**config.mk**
```make
export PLATFORM = sky130hd
export DESIGN_NAME = terminal_line_editor_flat
export DESIGN_NICKNAME = d
export VERILOG_FILES = /design/src/rtl/core/tle_pkg.sv /design/src/rtl/core/tle_chan_if.sv /design/src/rtl/core/tle_datapath.sv /design/src/rtl/core/tle_ctrl.sv /design/src/rtl/core/terminal_line_editor.sv /design/src/flat_wrapper.sv
export SDC_FILE = /design/constraint.sdc
export NUM_CORES = 1
export LEC_CHECK = 0
export ABC_AREA = 1
export BUFFER_PORTS_ARGS = -buffer_cell sky130_fd_sc_hd__buf_2
export CAP_MARGIN = 20
export CORE_MARGIN = 10
export CORE_UTILIZATION = 28
export CTS_CLUSTER_SIZE = 10
export DETAILED_ROUTE_END_ITERATION = 10
export MAX_ROUTING_LAYER = met4
export PLACE_DENSITY_LB_ADDON = 0.2
export SLEW_MARGIN = 25
export SYNTH_ARGS = -nofsm -noshare
export SYNTH_HDL_FRONTEND = slang
export SYNTH_SLANG_ARGS = --single-unit
```
**constraint.sdc**
```tcl
create_clock -name clk -period 7.2 [get_ports clk]
set_input_delay 1.44 -clock clk [delete_from_list [all_inputs] [get_ports clk]]
set_output_delay 1.44 -clock clk [all_outputs]
set_load 0.02 [all_outputs]
```
**src/rtl/core/tle_pkg.sv**
```systemverilog
// ----------------------------------------------------------------------------
// tle_pkg
// Shared constants, codes and the control/status types of the line editor.
// ----------------------------------------------------------------------------
package tle_pkg;

  localparam int LINE_CAPACITY = 16;
  localparam int LEN_W         = $clog2(LINE_CAPACITY + 1);
  localparam int STORE_AW      = (LINE_CAPACITY > 1) ? $clog2(LINE_CAPACITY) : 1;

  localparam logic [7:0] CH_NUL    = 8'h00;
  localparam logic [7:0] CH_ETX    = 8'h03;
  localparam logic [7:0] CH_EOT    = 8'h04;
  localparam logic [7:0] CH_BS     = 8'h08;
  localparam logic [7:0] CH_LF     = 8'h0A;
  localparam logic [7:0] CH_CR     = 8'h0D;
  localparam logic [7:0] CH_ESC    = 8'h1B;
  localparam logic [7:0] CH_SP     = 8'h20;
  localparam logic [7:0] CH_TILDE  = 8'h7E;
  localparam logic [7:0] CH_DEL    = 8'h7F;
  localparam logic [7:0] CH_LBRACK = 8'h5B;
  localparam logic [7:0] CH_UP_C   = 8'h43;
  localparam logic [7:0] CH_UP_D   = 8'h44;

  localparam logic [2:0] COUNT_NONE  = 3'd0;
  localparam logic [2:0] COUNT_ARROW = 3'd3;

  typedef enum logic [1:0] {
    KIND_ECHO,
    KIND_LINE,
    KIND_END,
    KIND_EOF
  } kind_t;

  typedef enum logic [2:0] {
    KEY_NONE,
    KEY_EOF,
    KEY_CR,
    KEY_LEFT,
    KEY_RIGHT,
    KEY_PRINT,
    KEY_ERASE
  } key_t;

  typedef enum logic [3:0] {
    S_IDLE,
    S_CR,
    S_LF,
    S_LINE,
    S_FINAL,
    S_LEFT,
    S_RIGHT,
    S_INS_SHIFT,
    S_INS_TAIL,
    S_DEL_SHIFT,
    S_DEL_BS,
    S_DEL_TAIL,
    S_SPACE,
    S_BACK
  } state_t;

  typedef enum logic [2:0] {
    IDX_HOLD,
    IDX_LOAD_LEN,
    IDX_LOAD_CUR,
    IDX_ZERO,
    IDX_INC,
    IDX_DEC
  } idx_op_t;

  typedef enum logic [1:0] {
    CNT_HOLD,
    CNT_LOAD_TAIL,
    CNT_INC,
    CNT_DEC
  } cnt_op_t;

  typedef enum logic [1:0] {
    ST_NONE,
    ST_SHIFT_UP,
    ST_SHIFT_DOWN,
    ST_PUT
  } st_op_t;

  typedef enum logic [1:0] {
    REG_HOLD,
    REG_INC,
    REG_DEC,
    REG_CLEAR
  } reg_op_t;

  typedef enum logic [1:0] {
    SRC_CONST,
    SRC_STORE,
    SRC_LEN
  } src_t;

  typedef struct packed {
    logic       idle;
    logic       capture;
    idx_op_t    idx_op;
    cnt_op_t    cnt_op;
    st_op_t     st_op;
    reg_op_t    len_op;
    reg_op_t    cur_op;
    logic       emit;
    src_t       src;
    kind_t      kind;
    logic [7:0] byte_val;
    logic       last;
  } cmd_t;

  typedef struct packed {
    logic in_valid;
    key_t key;
    logic idx_eq_len;
    logic idx_eq_cur;
    logic idx_is_last;
    logic cnt_zero;
    logic cnt_one;
    logic len_zero;
    logic emit_ok;
  } sts_t;

endpackage

```
**src/rtl/core/tle_chan_if.sv**
```systemverilog
// ----------------------------------------------------------------------------
// tle_chan_if
// Valid/ready channels of the line editor: key chunk in, echo word out.
// ----------------------------------------------------------------------------
interface tle_rx_if;
  logic       valid;
  logic       ready;
  logic [7:0] byte0;
  logic [7:0] byte1;
  logic [7:0] byte2;
  logic [7:0] byte3;
  logic [2:0] byte_count;

  modport source (output valid, output byte0, output byte1, output byte2, output byte3,
                  output byte_count, input ready);
  modport sink (input valid, input byte0, input byte1, input byte2, input byte3,
                input byte_count, output ready);
endinterface

interface tle_tx_if;
  logic       valid;
  logic       ready;
  logic [1:0] kind;
  logic [7:0] data;
  logic       last;

  modport source (output valid, output kind, output data, output last, input ready);
  modport sink (input valid, input kind, input data, input last, output ready);
endinterface

```
**src/rtl/core/tle_datapath.sv**
```systemverilog
// ----------------------------------------------------------------------------
// tle_datapath
// Key decode, line store with length/cursor, index counters, output register.
// ----------------------------------------------------------------------------
module tle_datapath (
  input  logic          clk,
  input  logic          rst,
  tle_rx_if.sink        rx,
  tle_tx_if.source      tx,
  input  tle_pkg::cmd_t cmd,
  output tle_pkg::sts_t sts
);
  import tle_pkg::*;

  logic [7:0]          store [LINE_CAPACITY];
  logic [LEN_W-1:0]    length;
  logic [LEN_W-1:0]    cursor;
  logic [LEN_W-1:0]    idx;
  logic [LEN_W-1:0]    cnt;
  logic [7:0]          ch;
  logic [LEN_W-1:0]    idx_m1;
  logic [LEN_W-1:0]    idx_p1;
  logic [STORE_AW-1:0] rd_addr;
  logic [STORE_AW-1:0] wr_addr;
  logic [7:0]          rd_data;
  logic [7:0]          wr_data;
  logic [7:0]          emit_data;
  logic                out_valid;
  logic [1:0]          out_kind;
  logic [7:0]          out_data;
  logic                out_last;
  logic                chunk_eof;
  key_t                key;

  assign idx_m1 = idx - LEN_W'(1);
  assign idx_p1 = idx + LEN_W'(1);

  // one read port: shift-up reads the entry below idx
  assign rd_addr = (cmd.st_op == ST_SHIFT_UP) ? idx_m1[STORE_AW-1:0] : idx[STORE_AW-1:0];
  assign rd_data = store[rd_addr];

  always_comb begin
    case (cmd.st_op)
      ST_SHIFT_UP:   wr_addr = idx[STORE_AW-1:0];
      ST_SHIFT_DOWN: wr_addr = idx_m1[STORE_AW-1:0];
      ST_PUT:        wr_addr = cursor[STORE_AW-1:0];
      default:       wr_addr = idx[STORE_AW-1:0];
    endcase
    wr_data = (cmd.st_op == ST_PUT) ? ch : rd_data;
  end

  always_ff @(posedge clk) begin
    if (cmd.st_op != ST_NONE) begin
      store[wr_addr] <= wr_data;
    end
  end

  // key decode
  assign chunk_eof = (rx.byte_count == COUNT_NONE) || (rx.byte0 == CH_EOT) ||
                     (rx.byte0 == CH_ETX);

  always_comb begin
    key = KEY_NONE;
    if (chunk_eof) begin
      key = KEY_EOF;
    end else if (rx.byte0 == CH_CR) begin
      key = KEY_CR;
    end else if (rx.byte0 == CH_ESC) begin
      if (rx.byte_count == COUNT_ARROW && rx.byte1 == CH_LBRACK) begin
        if (rx.byte2 == CH_UP_D && cursor != '0) begin
          key = KEY_LEFT;
        end else if (rx.byte2 == CH_UP_C && cursor < length) begin
          key = KEY_RIGHT;
        end
      end
    end else if (rx.byte0 inside {[CH_SP:CH_TILDE]}) begin
      if (length < LEN_W'(LINE_CAPACITY)) begin
        key = KEY_PRINT;
      end
    end else if (rx.byte0 inside {CH_BS, CH_DEL}) begin
      if (cursor != '0) begin
        key = KEY_ERASE;
      end
    end
  end

  always_ff @(posedge clk) begin
    if (cmd.capture) begin
      ch <= rx.byte0;
    end
  end

  always_ff @(posedge clk) begin
    if (rst) begin
      length <= '0;
      cursor <= '0;
      idx    <= '0;
      cnt    <= '0;
    end else begin
      case (cmd.len_op)
        REG_INC:   length <= length + LEN_W'(1);
        REG_DEC:   length <= length - LEN_W'(1);
        REG_CLEAR: length <= '0;
        default:   length <= length;
      endcase
      case (cmd.cur_op)
        REG_INC:   cursor <= cursor + LEN_W'(1);
        REG_DEC:   cursor <= cursor - LEN_W'(1);
        REG_CLEAR: cursor <= '0;
        default:   cursor <= cursor;
      endcase
      case (cmd.idx_op)
        IDX_LOAD_LEN: idx <= length;
        IDX_LOAD_CUR: idx <= cursor;
        IDX_ZERO:     idx <= '0;
        IDX_INC:      idx <= idx_p1;
        IDX_DEC:      idx <= idx_m1;
        default:      idx <= idx;
      endcase
      case (cmd.cnt_op)
        CNT_LOAD_TAIL: cnt <= length - cursor;
        CNT_INC:       cnt <= cnt + LEN_W'(1);
        CNT_DEC:       cnt <= cnt - LEN_W'(1);
        default:       cnt <= cnt;
      endcase
    end
  end

  // output word register
  always_comb begin
    case (cmd.src)
      SRC_CONST: emit_data = cmd.byte_val;
      SRC_STORE: emit_data = rd_data;
      SRC_LEN:   emit_data = 8'(length);
      default:   emit_data = cmd.byte_val;
    endcase
  end

  always_ff @(posedge clk) begin
    if (rst) begin
      out_valid <= 1'b0;
    end else if (cmd.emit) begin
      out_valid <= 1'b1;
    end else if (tx.ready) begin
      out_valid <= 1'b0;
    end
  end

  always_ff @(posedge clk) begin
    if (cmd.emit) begin
      out_kind <= cmd.kind;
      out_data <= emit_data;
      out_last <= cmd.last;
    end
  end

  assign tx.valid = out_valid;
  assign tx.kind  = out_kind;
  assign tx.data  = out_data;
  assign tx.last  = out_last;
  assign rx.ready = cmd.idle;

  assign sts.in_valid    = rx.valid;
  assign sts.key         = key;
  assign sts.idx_eq_len  = (idx == length);
  assign sts.idx_eq_cur  = (idx == cursor);
  assign sts.idx_is_last = (idx_p1 == length);
  assign sts.cnt_zero    = (cnt == '0);
  assign sts.cnt_one     = (cnt == LEN_W'(1));
  assign sts.len_zero    = (length == '0);
  assign sts.emit_ok     = !out_valid || tx.ready;

`ifndef SYNTHESIS
  a_cursor_in_line: assert property (@(posedge clk) disable iff (rst) cursor <= length)
    else $error("cursor beyond line end");
  a_length_cap: assert property (@(posedge clk) disable iff (rst)
    length <= LEN_W'(LINE_CAPACITY))
    else $error("line length beyond capacity");
  a_emit_room: assert property (@(posedge clk) disable iff (rst) cmd.emit |-> sts.emit_ok)
    else $error("word emitted over a pending word");
  a_no_edit_idle: assert property (@(posedge clk) disable iff (rst)
    (cmd.st_op != ST_NONE) |-> !rx.ready)
    else $error("line store written while idle");
`endif

endmodule

```
**src/rtl/core/tle_ctrl.sv**
```systemverilog
// ----------------------------------------------------------------------------
// tle_ctrl
// Sequencer: picks the edit per key and steps shifts and echo words.
// ----------------------------------------------------------------------------
module tle_ctrl (
  input  logic          clk,
  input  logic          rst,
  input  tle_pkg::sts_t sts,
  output tle_pkg::cmd_t cmd
);
  import tle_pkg::*;

  state_t state;
  state_t state_next;
  logic   is_eof;
  logic   is_eof_next;

  always_ff @(posedge clk) begin
    if (rst) begin
      state  <= S_IDLE;
      is_eof <= 1'b0;
    end else begin
      state  <= state_next;
      is_eof <= is_eof_next;
    end
  end

  always_comb begin
    cmd         = '0;
    state_next  = state;
    is_eof_next = is_eof;
    case (state)
      S_IDLE: begin
        cmd.idle = 1'b1;
        if (sts.in_valid) begin
          cmd.capture = 1'b1;
          case (sts.key)
            KEY_EOF: begin
              is_eof_next = 1'b1;
              state_next  = S_CR;
            end
            KEY_CR: begin
              is_eof_next = 1'b0;
              state_next  = S_CR;
            end
            KEY_LEFT: state_next = S_LEFT;
            KEY_RIGHT: begin
              cmd.idx_op = IDX_LOAD_CUR;
              state_next = S_RIGHT;
            end
            KEY_PRINT: begin
              cmd.idx_op = IDX_LOAD_LEN;
              state_next = S_INS_SHIFT;
            end
            KEY_ERASE: begin
              cmd.idx_op = IDX_LOAD_CUR;
              cmd.cnt_op = CNT_LOAD_TAIL;
              state_next = S_DEL_SHIFT;
            end
            default: state_next = S_IDLE;
          endcase
        end
      end
      S_CR: begin
        if (sts.emit_ok) begin
          cmd.emit     = 1'b1;
          cmd.src      = SRC_CONST;
          cmd.kind     = KIND_ECHO;
          cmd.byte_val = CH_CR;
          state_next   = S_LF;
        end
      end
      S_LF: begin
        if (sts.emit_ok) begin
          cmd.emit     = 1'b1;
          cmd.src      = SRC_CONST;
          cmd.kind     = KIND_ECHO;
          cmd.byte_val = CH_LF;
          cmd.idx_op   = IDX_ZERO;
          state_next   = (is_eof || sts.len_zero) ? S_FINAL : S_LINE;
        end
      end
      S_LINE: begin
        if (sts.emit_ok) begin
          cmd.emit   = 1'b1;
          cmd.src    = SRC_STORE;
          cmd.kind   = KIND_LINE;
          cmd.idx_op = IDX_INC;
          if (sts.idx_is_last) begin
            state_next = S_FINAL;
          end
        end
      end
      S_FINAL: begin
        if (sts.emit_ok) begin
          cmd.emit     = 1'b1;
          cmd.src      = is_eof ? SRC_CONST : SRC_LEN;
          cmd.kind     = is_eof ? KIND_EOF : KIND_END;
          cmd.byte_val = CH_NUL;
          cmd.last     = 1'b1;
          cmd.len_op   = REG_CLEAR;
          cmd.cur_op   = REG_CLEAR;
          state_next   = S_IDLE;
        end
      end
      S_LEFT: begin
        if (sts.emit_ok) begin
          cmd.emit     = 1'b1;
          cmd.src      = SRC_CONST;
          cmd.kind     = KIND_ECHO;
          cmd.byte_val = CH_BS;
          cmd.last     = 1'b1;
          cmd.cur_op   = REG_DEC;
          state_next   = S_IDLE;
        end
      end
      S_RIGHT: begin
        if (sts.emit_ok) begin
          cmd.emit   = 1'b1;
          cmd.src    = SRC_STORE;
          cmd.kind   = KIND_ECHO;
          cmd.last   = 1'b1;
          cmd.cur_op = REG_INC;
          state_next = S_IDLE;
        end
      end
      S_INS_SHIFT: begin
        if (sts.idx_eq_cur) begin
          cmd.st_op  = ST_PUT;
          cmd.len_op = REG_INC;
          cmd.cur_op = REG_INC;
          cmd.idx_op = IDX_LOAD_CUR;
          cmd.cnt_op = CNT_LOAD_TAIL;
          state_next = S_INS_TAIL;
        end else begin
          cmd.st_op  = ST_SHIFT_UP;
          cmd.idx_op = IDX_DEC;
        end
      end
      S_INS_TAIL: begin
        if (sts.emit_ok) begin
          cmd.emit   = 1'b1;
          cmd.src    = SRC_STORE;
          cmd.kind   = KIND_ECHO;
          cmd.last   = sts.idx_is_last && sts.cnt_zero;
          cmd.idx_op = IDX_INC;
          if (sts.idx_is_last) begin
            state_next = sts.cnt_zero ? S_IDLE : S_BACK;
          end
        end
      end
      S_DEL_SHIFT: begin
        if (sts.idx_eq_len) begin
          cmd.len_op = REG_DEC;
          cmd.cur_op = REG_DEC;
          state_next = S_DEL_BS;
        end else begin
          cmd.st_op  = ST_SHIFT_DOWN;
          cmd.idx_op = IDX_INC;
        end
      end
      S_DEL_BS: begin
        if (sts.emit_ok) begin
          cmd.emit     = 1'b1;
          cmd.src      = SRC_CONST;
          cmd.kind     = KIND_ECHO;
          cmd.byte_val = CH_BS;
          cmd.idx_op   = IDX_LOAD_CUR;
          state_next   = sts.cnt_zero ? S_SPACE : S_DEL_TAIL;
        end
      end
      S_DEL_TAIL: begin
        if (sts.emit_ok) begin
          cmd.emit   = 1'b1;
          cmd.src    = SRC_STORE;
          cmd.kind   = KIND_ECHO;
          cmd.idx_op = IDX_INC;
          if (sts.idx_is_last) begin
            state_next = S_SPACE;
          end
        end
      end
      S_SPACE: begin
        if (sts.emit_ok) begin
          cmd.emit     = 1'b1;
          cmd.src      = SRC_CONST;
          cmd.kind     = KIND_ECHO;
          cmd.byte_val = CH_SP;
          cmd.cnt_op   = CNT_INC;
          state_next   = S_BACK;
        end
      end
      S_BACK: begin
        if (sts.emit_ok) begin
          cmd.emit     = 1'b1;
          cmd.src      = SRC_CONST;
          cmd.kind     = KIND_ECHO;
          cmd.byte_val = CH_BS;
          cmd.last     = sts.cnt_one;
          cmd.cnt_op   = CNT_DEC;
          if (sts.cnt_one) begin
            state_next = S_IDLE;
          end
        end
      end
      default: state_next = S_IDLE;
    endcase
  end

endmodule

```
**src/rtl/core/terminal_line_editor.sv**
```systemverilog
// ----------------------------------------------------------------------------
// terminal_line_editor
// Raw-mode line editor: decodes a key per chunk, edits the line, echoes words.
// ----------------------------------------------------------------------------
// one chunk at a time; one output word per cycle when the sink is ready, outside shifts
// insert: shifts the tail up, puts the character, then echoes it, the tail and backspaces
// erase: shifts the tail down, then echoes a backspace, the tail, a space and backspaces
// cr: length + 3 words; arrows and eof: 1 to 3 words; ignored keys: no words
// rate is set by the line store's single read and write ports and the one-word output register
// sync reset clears length, cursor, sequencer and output valid; store is not cleared
module terminal_line_editor (
  input  logic     clk,
  input  logic     rst,
  tle_rx_if.sink   rx,
  tle_tx_if.source tx
);
  import tle_pkg::*;

  cmd_t cmd;
  sts_t sts;

  tle_ctrl u_ctrl (
    .clk (clk),
    .rst (rst),
    .sts (sts),
    .cmd (cmd)
  );

  tle_datapath u_datapath (
    .clk (clk),
    .rst (rst),
    .rx  (rx),
    .tx  (tx),
    .cmd (cmd),
    .sts (sts)
  );

endmodule
```
**src/flat_wrapper.sv**
```systemverilog
// flat-port wrapper written by rule: the top's interface ports become plain ports
module terminal_line_editor_flat import tle_pkg::*;
  (clk, rst, rx_valid, rx_byte0, rx_byte1, rx_byte2, rx_byte3, rx_byte_count, rx_ready, tx_valid, tx_kind, tx_data, tx_last, tx_ready);
  tle_rx_if rx_i ();
  tle_tx_if tx_i ();
  input  logic clk;
  input  logic rst;
  input wire logic [$bits(rx_i.valid)-1:0] rx_valid;
  input wire logic [$bits(rx_i.byte0)-1:0] rx_byte0;
  input wire logic [$bits(rx_i.byte1)-1:0] rx_byte1;
  input wire logic [$bits(rx_i.byte2)-1:0] rx_byte2;
  input wire logic [$bits(rx_i.byte3)-1:0] rx_byte3;
  input wire logic [$bits(rx_i.byte_count)-1:0] rx_byte_count;
  output wire logic [$bits(rx_i.ready)-1:0] rx_ready;
  output wire logic [$bits(tx_i.valid)-1:0] tx_valid;
  output wire logic [$bits(tx_i.kind)-1:0] tx_kind;
  output wire logic [$bits(tx_i.data)-1:0] tx_data;
  output wire logic [$bits(tx_i.last)-1:0] tx_last;
  input wire logic [$bits(tx_i.ready)-1:0] tx_ready;
  assign rx_i.valid = rx_valid;
  assign rx_i.byte0 = rx_byte0;
  assign rx_i.byte1 = rx_byte1;
  assign rx_i.byte2 = rx_byte2;
  assign rx_i.byte3 = rx_byte3;
  assign rx_i.byte_count = rx_byte_count;
  assign rx_ready = rx_i.ready;
  assign tx_valid = tx_i.valid;
  assign tx_kind = tx_i.kind;
  assign tx_data = tx_i.data;
  assign tx_last = tx_i.last;
  assign tx_i.ready = tx_ready;
  terminal_line_editor u_core (.clk(clk), .rst(rst), .rx(rx_i), .tx(tx_i));
endmodule
```
==> out/qor.log, run 1 <==
[grt] leftover overflow at the end of global routing 0
[die] vertical die dimension 206 um
[job] reported max-cap violation count 0
[finish] area added between synthesis and finish 12.2%
[synth] number of distinct library cell variants in the gate-level netlist after synthesis 44
[synth] Synth area leaders edfxtp_1 (46%), nand2_1 (12%), inv_1 (8.6%)
[finish] total area of multi-input combinational cells 3670 um2
[clock_tree] root buffer cell clkbuf_16
[route] ratio of routed vias to standard cells 4.49
[grt] antenna violations before repair 0
[worst_setup_path] kind of end point of the critical path register
[placed_design] final estimated routing congestion in global placement 0.871
[route] DRC violations left 0
[finish] register area 4930 um2
[die] die outline area 42400 um2
[timing] Max transition margin 37.7%
[power_and_ir_drop] Flop pwr share 37.7%
[grt] aggregate global-route resource usage 13.3%
[grt] wire length of the first global-routing pass 42300 um
[finish] fill cell total of the finished layout 3673
[placed_design] total cell area at the placement stage 10300 um2
[grt] pin count of the biggest net entering global routing 65
[worst_setup_path] cells along the critical path inv_1, nand2_1, nand2_1, nor2_4, nand3_2, nand2_4, nand2_1, nand2_2, buf_4, nand2_1, nand3_1, nand3_1, nand3_1, nand2_1, nand2_1, nand2_1
[power_and_ir_drop] VDD IR-drop max 0.199 mV
[worst_setup_path] cell with the largest stage delay on the worst path nand2_2
[clock_tree] insertion delay to the later sink of the worst-skew pair 0.44 ns
[die] IO Pins 52
[synth] net count after synthesis 1252
[timing] unrepaired setup endpoints after global routing false
[worst_setup_path] capture point of the worst path u_core.u_datapath.store[9][5]
[placed_design] placed wire-length estimate 18700 um
[synth] most frequent cell after synthesis nand2_1
[synth] number of enable flip-flop cells after synthesis 147
[die] Die Wd 206 um
[synth] Syn Inst Count 1192
[power_and_ir_drop] internal cell power 2.33 mW
[synth] Top FF cell, synth edfxtp_1
[worst_setup_path] highest fanout seen on the critical path 33
[power_and_ir_drop] switching share of power 42.6%
[clock_tree] post-CTS clock slew at the launch and capture registers of the worst setup and hold paths 0.08 ns
[route] post-detailed-route wirelength per cell 15.9 um
[power_and_ir_drop] Clk pwr share 22.9%
[worst_setup_path] worst stage delay on the critical path 0.55 ns
[route] initial detailed-routing violation count 446
[clock_tree] post_cts resized 0
[finish] fraction of layout cells with a size suffix above 1 9.16%
[clock_tree] clk sinks 173
[hold_path] type of the tightest min-delay check register to register
[die] cell row count 68
[synth] Yosys top cell by area edfxtp_1
[worst_setup_path] launch point of the critical path u_core.u_datapath.cursor[1]
[worst_setup_path] endpoint of the most critical register-to-register path u_core.u_datapath.store[9][5]
[worst_setup_path] critical path class register to register
[worst_setup_path] kind of launch point of the worst setup path register
[timing] number of hold-slack violations in the final timing report 0
[worst_setup_path] Crit path arrival time 4.08 ns
[finish] Antenna Cells 0
[worst_setup_path] internal reg-to-reg setup slack 3.12 ns
[clock_tree] total CTS buffers 17
[finish] design area 10900 um2
[power_and_ir_drop] share of total power in combinational logic 39.4%
[synth] Synth async-reset ratio 0%
[clock_tree] hold buffer count at CTS 0
[worst_setup_path] required time of the critical path 7.20 ns
[timing] time the worst path needs with I/O delays and setup 4.08 ns
[status] status finished clean
[timing] highest attainable clock frequency 245 MHz
[timing] Total Neg Setup Slack 0 ns
[route] Vias 7580
[route] Routed WL 26900 um
[power_and_ir_drop] switching power summed over all nets 1.73 mW
[route] number of iterations in the first detailed-routing pass 5
[synth] fraction of synthesized cell area taken by the top area cell type 45.6%
[finish] post-layout net count 1281
[clock_tree] TritonCTS clock tree built
[worst_setup_path] cell mode on critical path nand2_1
[clock_tree] H-tree depth 4
[route] Detail Route Antenna Nets 0
[power_and_ir_drop] LEAKAGE 4.92 nW
[grt] vias in the first global route 7482
[timing] transition time at the pin with the least slew margin 0.931 ns
[clock_tree] maximum clock path buffer count 2
[clock_tree] setup repair bufs after CTS 0
[power_and_ir_drop] Pwr per Cell Area 374 nW/um2
[synth] netlist area before placement 9680 um2
[synth] YS warnings 0
[synth] portion of the post-synthesis area used by sequential elements 51.0%
[die] effective utilization at floorplan 28.2%
[worst_setup_path] depth of the most critical reg-to-reg path 16
[power_and_ir_drop] power consumption 4.06 mW
[placed_design] count of port buffers added during placement 43
[timing] final cycle utilization of the critical path 56.7%
[synth] total of flip-flops plus latches after synthesis 173
[synth] synthesized area divided by synthesized cell count 8.12 um2
[timing] Worst Skew 0.0153 ns
[synth] ranking of synthesized cells by instance count nand2_1 (314), inv_1 (222), nand3_1 (163)
[worst_setup_path] Crit Reg-Reg Startpoint u_core.u_datapath.cursor[1]
[timing] Pins Over Slew Limit 0
[timing] Setup-failing EPs final 0
[die] core area 34400 um2
[hold_path] Hold Path Depth 2
worst max-delay path, delay by kind of cell (launching register included):
kind,cells,cell delay [ns]
simple gates,14,2.41
flops,1,0.52
buf+inv,2,0.68
registers in the layout (all words and copies together) (netlist names):
name	count
u_core.u_datapath.tx.valid	1
u_core.u_datapath.cnt	5
u_core.u_ctrl.state	4
u_core.u_ctrl.is_eof	1
u_core.u_datapath.length	5
u_core.u_datapath.cursor	5
u_core.u_datapath.tx.last	1
u_core.u_datapath.tx.kind	2
u_core.u_datapath.idx	5
u_core.u_datapath.tx.data	8
u_core.u_datapath.ch	8
u_core.u_datapath.store	128
cells by family after synthesis:
kind of cell | count (synthesis) | share of synthesized area (%)
and+or+nand+nor | 621 | 27.9
buffers and inverters | 268 | 11.2
DFF | 173 | 51.0
AOI/OAI and AO/OA | 88 | 5.12
xor gates and xnor gates | 21 | 1.90
adders and majority gates | 21 | 2.95
cells in the final DEF (no fill, tap or decap), drive strengths merged:
cell type and count:
nand2 318, inv 239, nand3 165, edfxtp 147, nor2 101, buf 45, a21oi 38, o21ai 32
dfxtp 26, ha 18, clkbuf 17, xor2 14, nand4 14, nor3 10, or2 10, xnor2 7
a31oi 6, clkinv 5, o22ai 3, fa 3, clkinvlp 3, o211ai 2, a211oi 2, o21bai 2
nor4 1, a32oi 1, o221ai 1, or3 1, and3 1, o31ai 1, bufinv 1
how the worst min path moves through the flow:
stage | from | to | slack [ns]
after floorplan | u_core.u_datapath.cnt[4] | u_core.u_datapath.cnt[4] | 0.49
after global placement | u_core.u_datapath.cnt[4] | u_core.u_datapath.cnt[4] | 0.52
after detailed placement | u_core.u_datapath.cnt[4] | u_core.u_datapath.cnt[4] | 0.52
after CTS | u_core.u_datapath.cnt[4] | u_core.u_datapath.cnt[4] | 0.54
after global routing | u_core.u_datapath.cnt[4] | u_core.u_datapath.cnt[4] | 0.56
final | u_core.u_datapath.cnt[4] | u_core.u_datapath.cnt[4] | 0.53
power by group through the flow:
stage	Combinational [mW]	Sequential [mW]	Clock, mW
after floorplan	1.07	1.53	0
after global routing	1.79	1.54	0.988
after global placement	1.60	1.55	0
after detailed placement	1.61	1.55	0
after CTS	1.62	1.53	0.947
final	1.60	1.53	0.930
per-stage QoR:
stage | utilization (%) | hold slack (ns) | std cells | setup slack [ns]
6_report | 31.6 | 0.526 | 1689 | 3.12
5_1_grt | 31.6 | 0.560 | 1689 | 2.77
4_1_cts | 31.6 | 0.535 | 1689 | 3.03
3_5_place_dp | 29.9 | 0.524 | 1657 | 2.89
3_3_place_gp | 29.9 | 0.521 | 1657 | 2.93
2_1_floorplan | - | 0.489 | 1192 | 3.70
area by class of cell:
cell class | count | area share (%)
flip-flops and latches | 173 | 45.4
multi-input cells | 751 | 33.8
inverters | 233 | 8.05
well taps | 455 | 5.24
clock buffers | 17 | 3.92
repair buffers | 45 | 2.12
clock inverters | 15 | 1.46
routing by layer:
metal  share of wire [%]  track usage (%)
met1                  46             16.4
met2                  49             22.5
met3                 3.4             1.83
met4                 1.4             3.67
met5                   0                -
Power figures use the tool's default switching activity.
==> inputs of run 2 (changes only) <==
clock period = 3.55 ns   (was 7.2 ns; I/O delays follow)
==> run 2 against run 1 <==
Effect of this change: register-to-register slack lost 2.7 ns; final area grew 5.3%; first-iteration DRC count grew 38%.
==> out/qor.log, run 2 (synthesized netlist as in run 1, its figures left out) <==
[timing] transition time at the pin with the least slew margin 0.952 ns
[finish] flip-flop count of the largest register, all copies and words added 128
[route] post-detailed-route wirelength per cell 15.8 um
[timing] Max transition margin 36.3%
[job] reported max-cap violation count 0
[finish] most frequent cells in the layout nand2_1 (314), inv_1 (222), nand3_1 (163), edfxtp_1 (147), nor2_1 (94)
[timing] unrepaired setup endpoints after global routing false
[finish] post-layout net count 1334
[power_and_ir_drop] LEAKAGE 5.27 nW
[route] Detail Route Antenna Nets 0
[grt] vias in the first global route 7592
[finish] area added between synthesis and finish 18.1%
[clock_tree] maximum clock path buffer count 2
[timing] final cycle utilization of the critical path 88.8%
[clock_tree] clk sinks 173
[clock_tree] TritonCTS clock tree built
[die] cell row count 68
[power_and_ir_drop] Pwr per Cell Area 775 nW/um2
[grt] pin count of the biggest net entering global routing 33
[clock_tree] root buffer cell clkbuf_16
[placed_design] total cell area at the placement stage 10900 um2
[grt] leftover overflow at the end of global routing 0
[hold_path] type of the tightest min-delay check input pin to register
[power_and_ir_drop] power consumption 8.86 mW
[worst_setup_path] required time of the critical path 3.73 ns
[timing] time the worst path needs with I/O delays and setup 3.15 ns
[route] number of iterations in the first detailed-routing pass 5
[timing] Setup-failing EPs final 0
[worst_setup_path] kind of launch point of the worst setup path register
[worst_setup_path] highest fanout seen on the critical path 20
[worst_setup_path] cells along the critical path inv_2, nand2_1, nand2_1, nor2_2, nand3_2, nand2_4, nand2_1, nand2_2, buf_12, nand2_1, nand3_1, nand3_1, nand3_1, nand2_1, nand2_1, nand2_1, buf_12
[finish] Antenna Cells 0
[clock_tree] insertion delay to the later sink of the worst-skew pair 0.44 ns
[worst_setup_path] worst stage delay on the critical path 0.58 ns
[route] DRC violations left 0
[die] IO Pins 52
[worst_setup_path] cell with the largest stage delay on the worst path dfxtp_1
[timing] Worst Skew 0.0157 ns
[die] die outline area 42400 um2
[clock_tree] setup repair bufs after CTS 0
[route] Routed WL 27500 um
[power_and_ir_drop] VDD IR-drop max 0.434 mV
[die] vertical die dimension 206 um
[worst_setup_path] cell mode on critical path nand2_1
[timing] highest attainable clock frequency 317 MHz
[worst_setup_path] depth of the most critical reg-to-reg path 17
[worst_setup_path] internal reg-to-reg setup slack 0.40 ns
[finish] fraction of layout cells with a size suffix above 1 12.7%
[die] effective utilization at floorplan 28.2%
[die] core area 34400 um2
[timing] Total Neg Setup Slack 0 ns
[timing] Pins Over Slew Limit 0
[hold_path] Hold Path Depth 1
[worst_setup_path] Crit path arrival time 3.33 ns
[clock_tree] total CTS buffers 17
[grt] aggregate global-route resource usage 13.6%
[grt] antenna violations before repair 0
[clock_tree] post_cts resized 0
[grt] wire length of the first global-routing pass 42500 um
[worst_setup_path] kind of end point of the critical path register
[finish] largest register by flop count u_core.u_datapath.store
[timing] number of hold-slack violations in the final timing report 0
[route] Vias 7849
[finish] design area 11400 um2
[status] status finished clean
[clock_tree] post-CTS clock slew at the launch and capture registers of the worst setup and hold paths 0.07 ns
[finish] commonest non-fill, non-tap cell in the layout nand2_1
[placed_design] final estimated routing congestion in global placement 0.899
[route] ratio of routed vias to standard cells 4.51
[clock_tree] H-tree depth 4
[die] Die Wd 206 um
[placed_design] count of port buffers added during placement 43
[route] initial detailed-routing violation count 617
[clock_tree] hold buffer count at CTS 0
[placed_design] placed wire-length estimate 19800 um
[worst_setup_path] critical path class register to register
[run 2: cell types whose count changed in the layout (fill, tap and decap cells not counted), sizes merged]
cell,change
buf,+53
clkbuf,+1
clkinv,+1
clkinvlp,-3
inv,+1
[run 2: layer usage]
layer	track usage, %	up-vias	routed length, um
li1	-	3986	-
met1	16.8	3664	12500
met2	22.4	179	13400
met3	2.51	20	1270
met4	3.52	0	372
met5	-	-	0
[run 2: layout make-up]
type                       instances  area (um2)
clock buffer                      18         429
clock inverter                    14         150
fill                            3644       22900
inverter                         233         875
multi-input combinational        751        3670
sequential                       173        4930
tap                              455         569
timing repair buffer              98         816
[run 2: metrics by stage]
| stage | instances | setup WS [ns] | util, % | hold slack, ns |
|---|---|---|---|---|
| after floorplan | 1192 | 0.779 | - | 0.489 |
| after global placement | 1710 | 0.435 | 31.6 | 0.522 |
| after detailed placement | 1710 | 0.419 | 31.6 | 0.519 |
| after CTS | 1742 | 0.411 | 33.3 | 0.484 |
| after global routing | 1742 | 0.170 | 33.3 | 0.488 |
| final | 1742 | 0.396 | 33.3 | 0.500 |
[run 2: path summary, 6_finish.rpt]
kind,start,endpoint
worst min register to register,u_core.u_datapath.cnt[4],u_core.u_datapath.cnt[4]
worst min-delay path,rx_byte0[0],u_core.u_datapath.ch[0]
worst max register to register,u_core.u_datapath.idx[3],u_core.u_datapath.store[8][1]
worst max-delay path,u_core.u_datapath.idx[3],u_core.u_datapath.store[8][1]
[run 2: where the power goes]
part / internal [mW] / leakage [nW] / switching (mW)
clock network: 0.997 / 0.286 / 0.905
registers: 2.88 / 1.54 / 0.125
logic: 1.32 / 3.44 / 2.64
[run 2: worst max-delay path: cells and delay by family (launching register included)]
kind | cells | cell delay, ns
DFF | 1 | 0.58
and+or+nand+nor | 14 | 1.81
buffers and inverters | 3 | 0.49
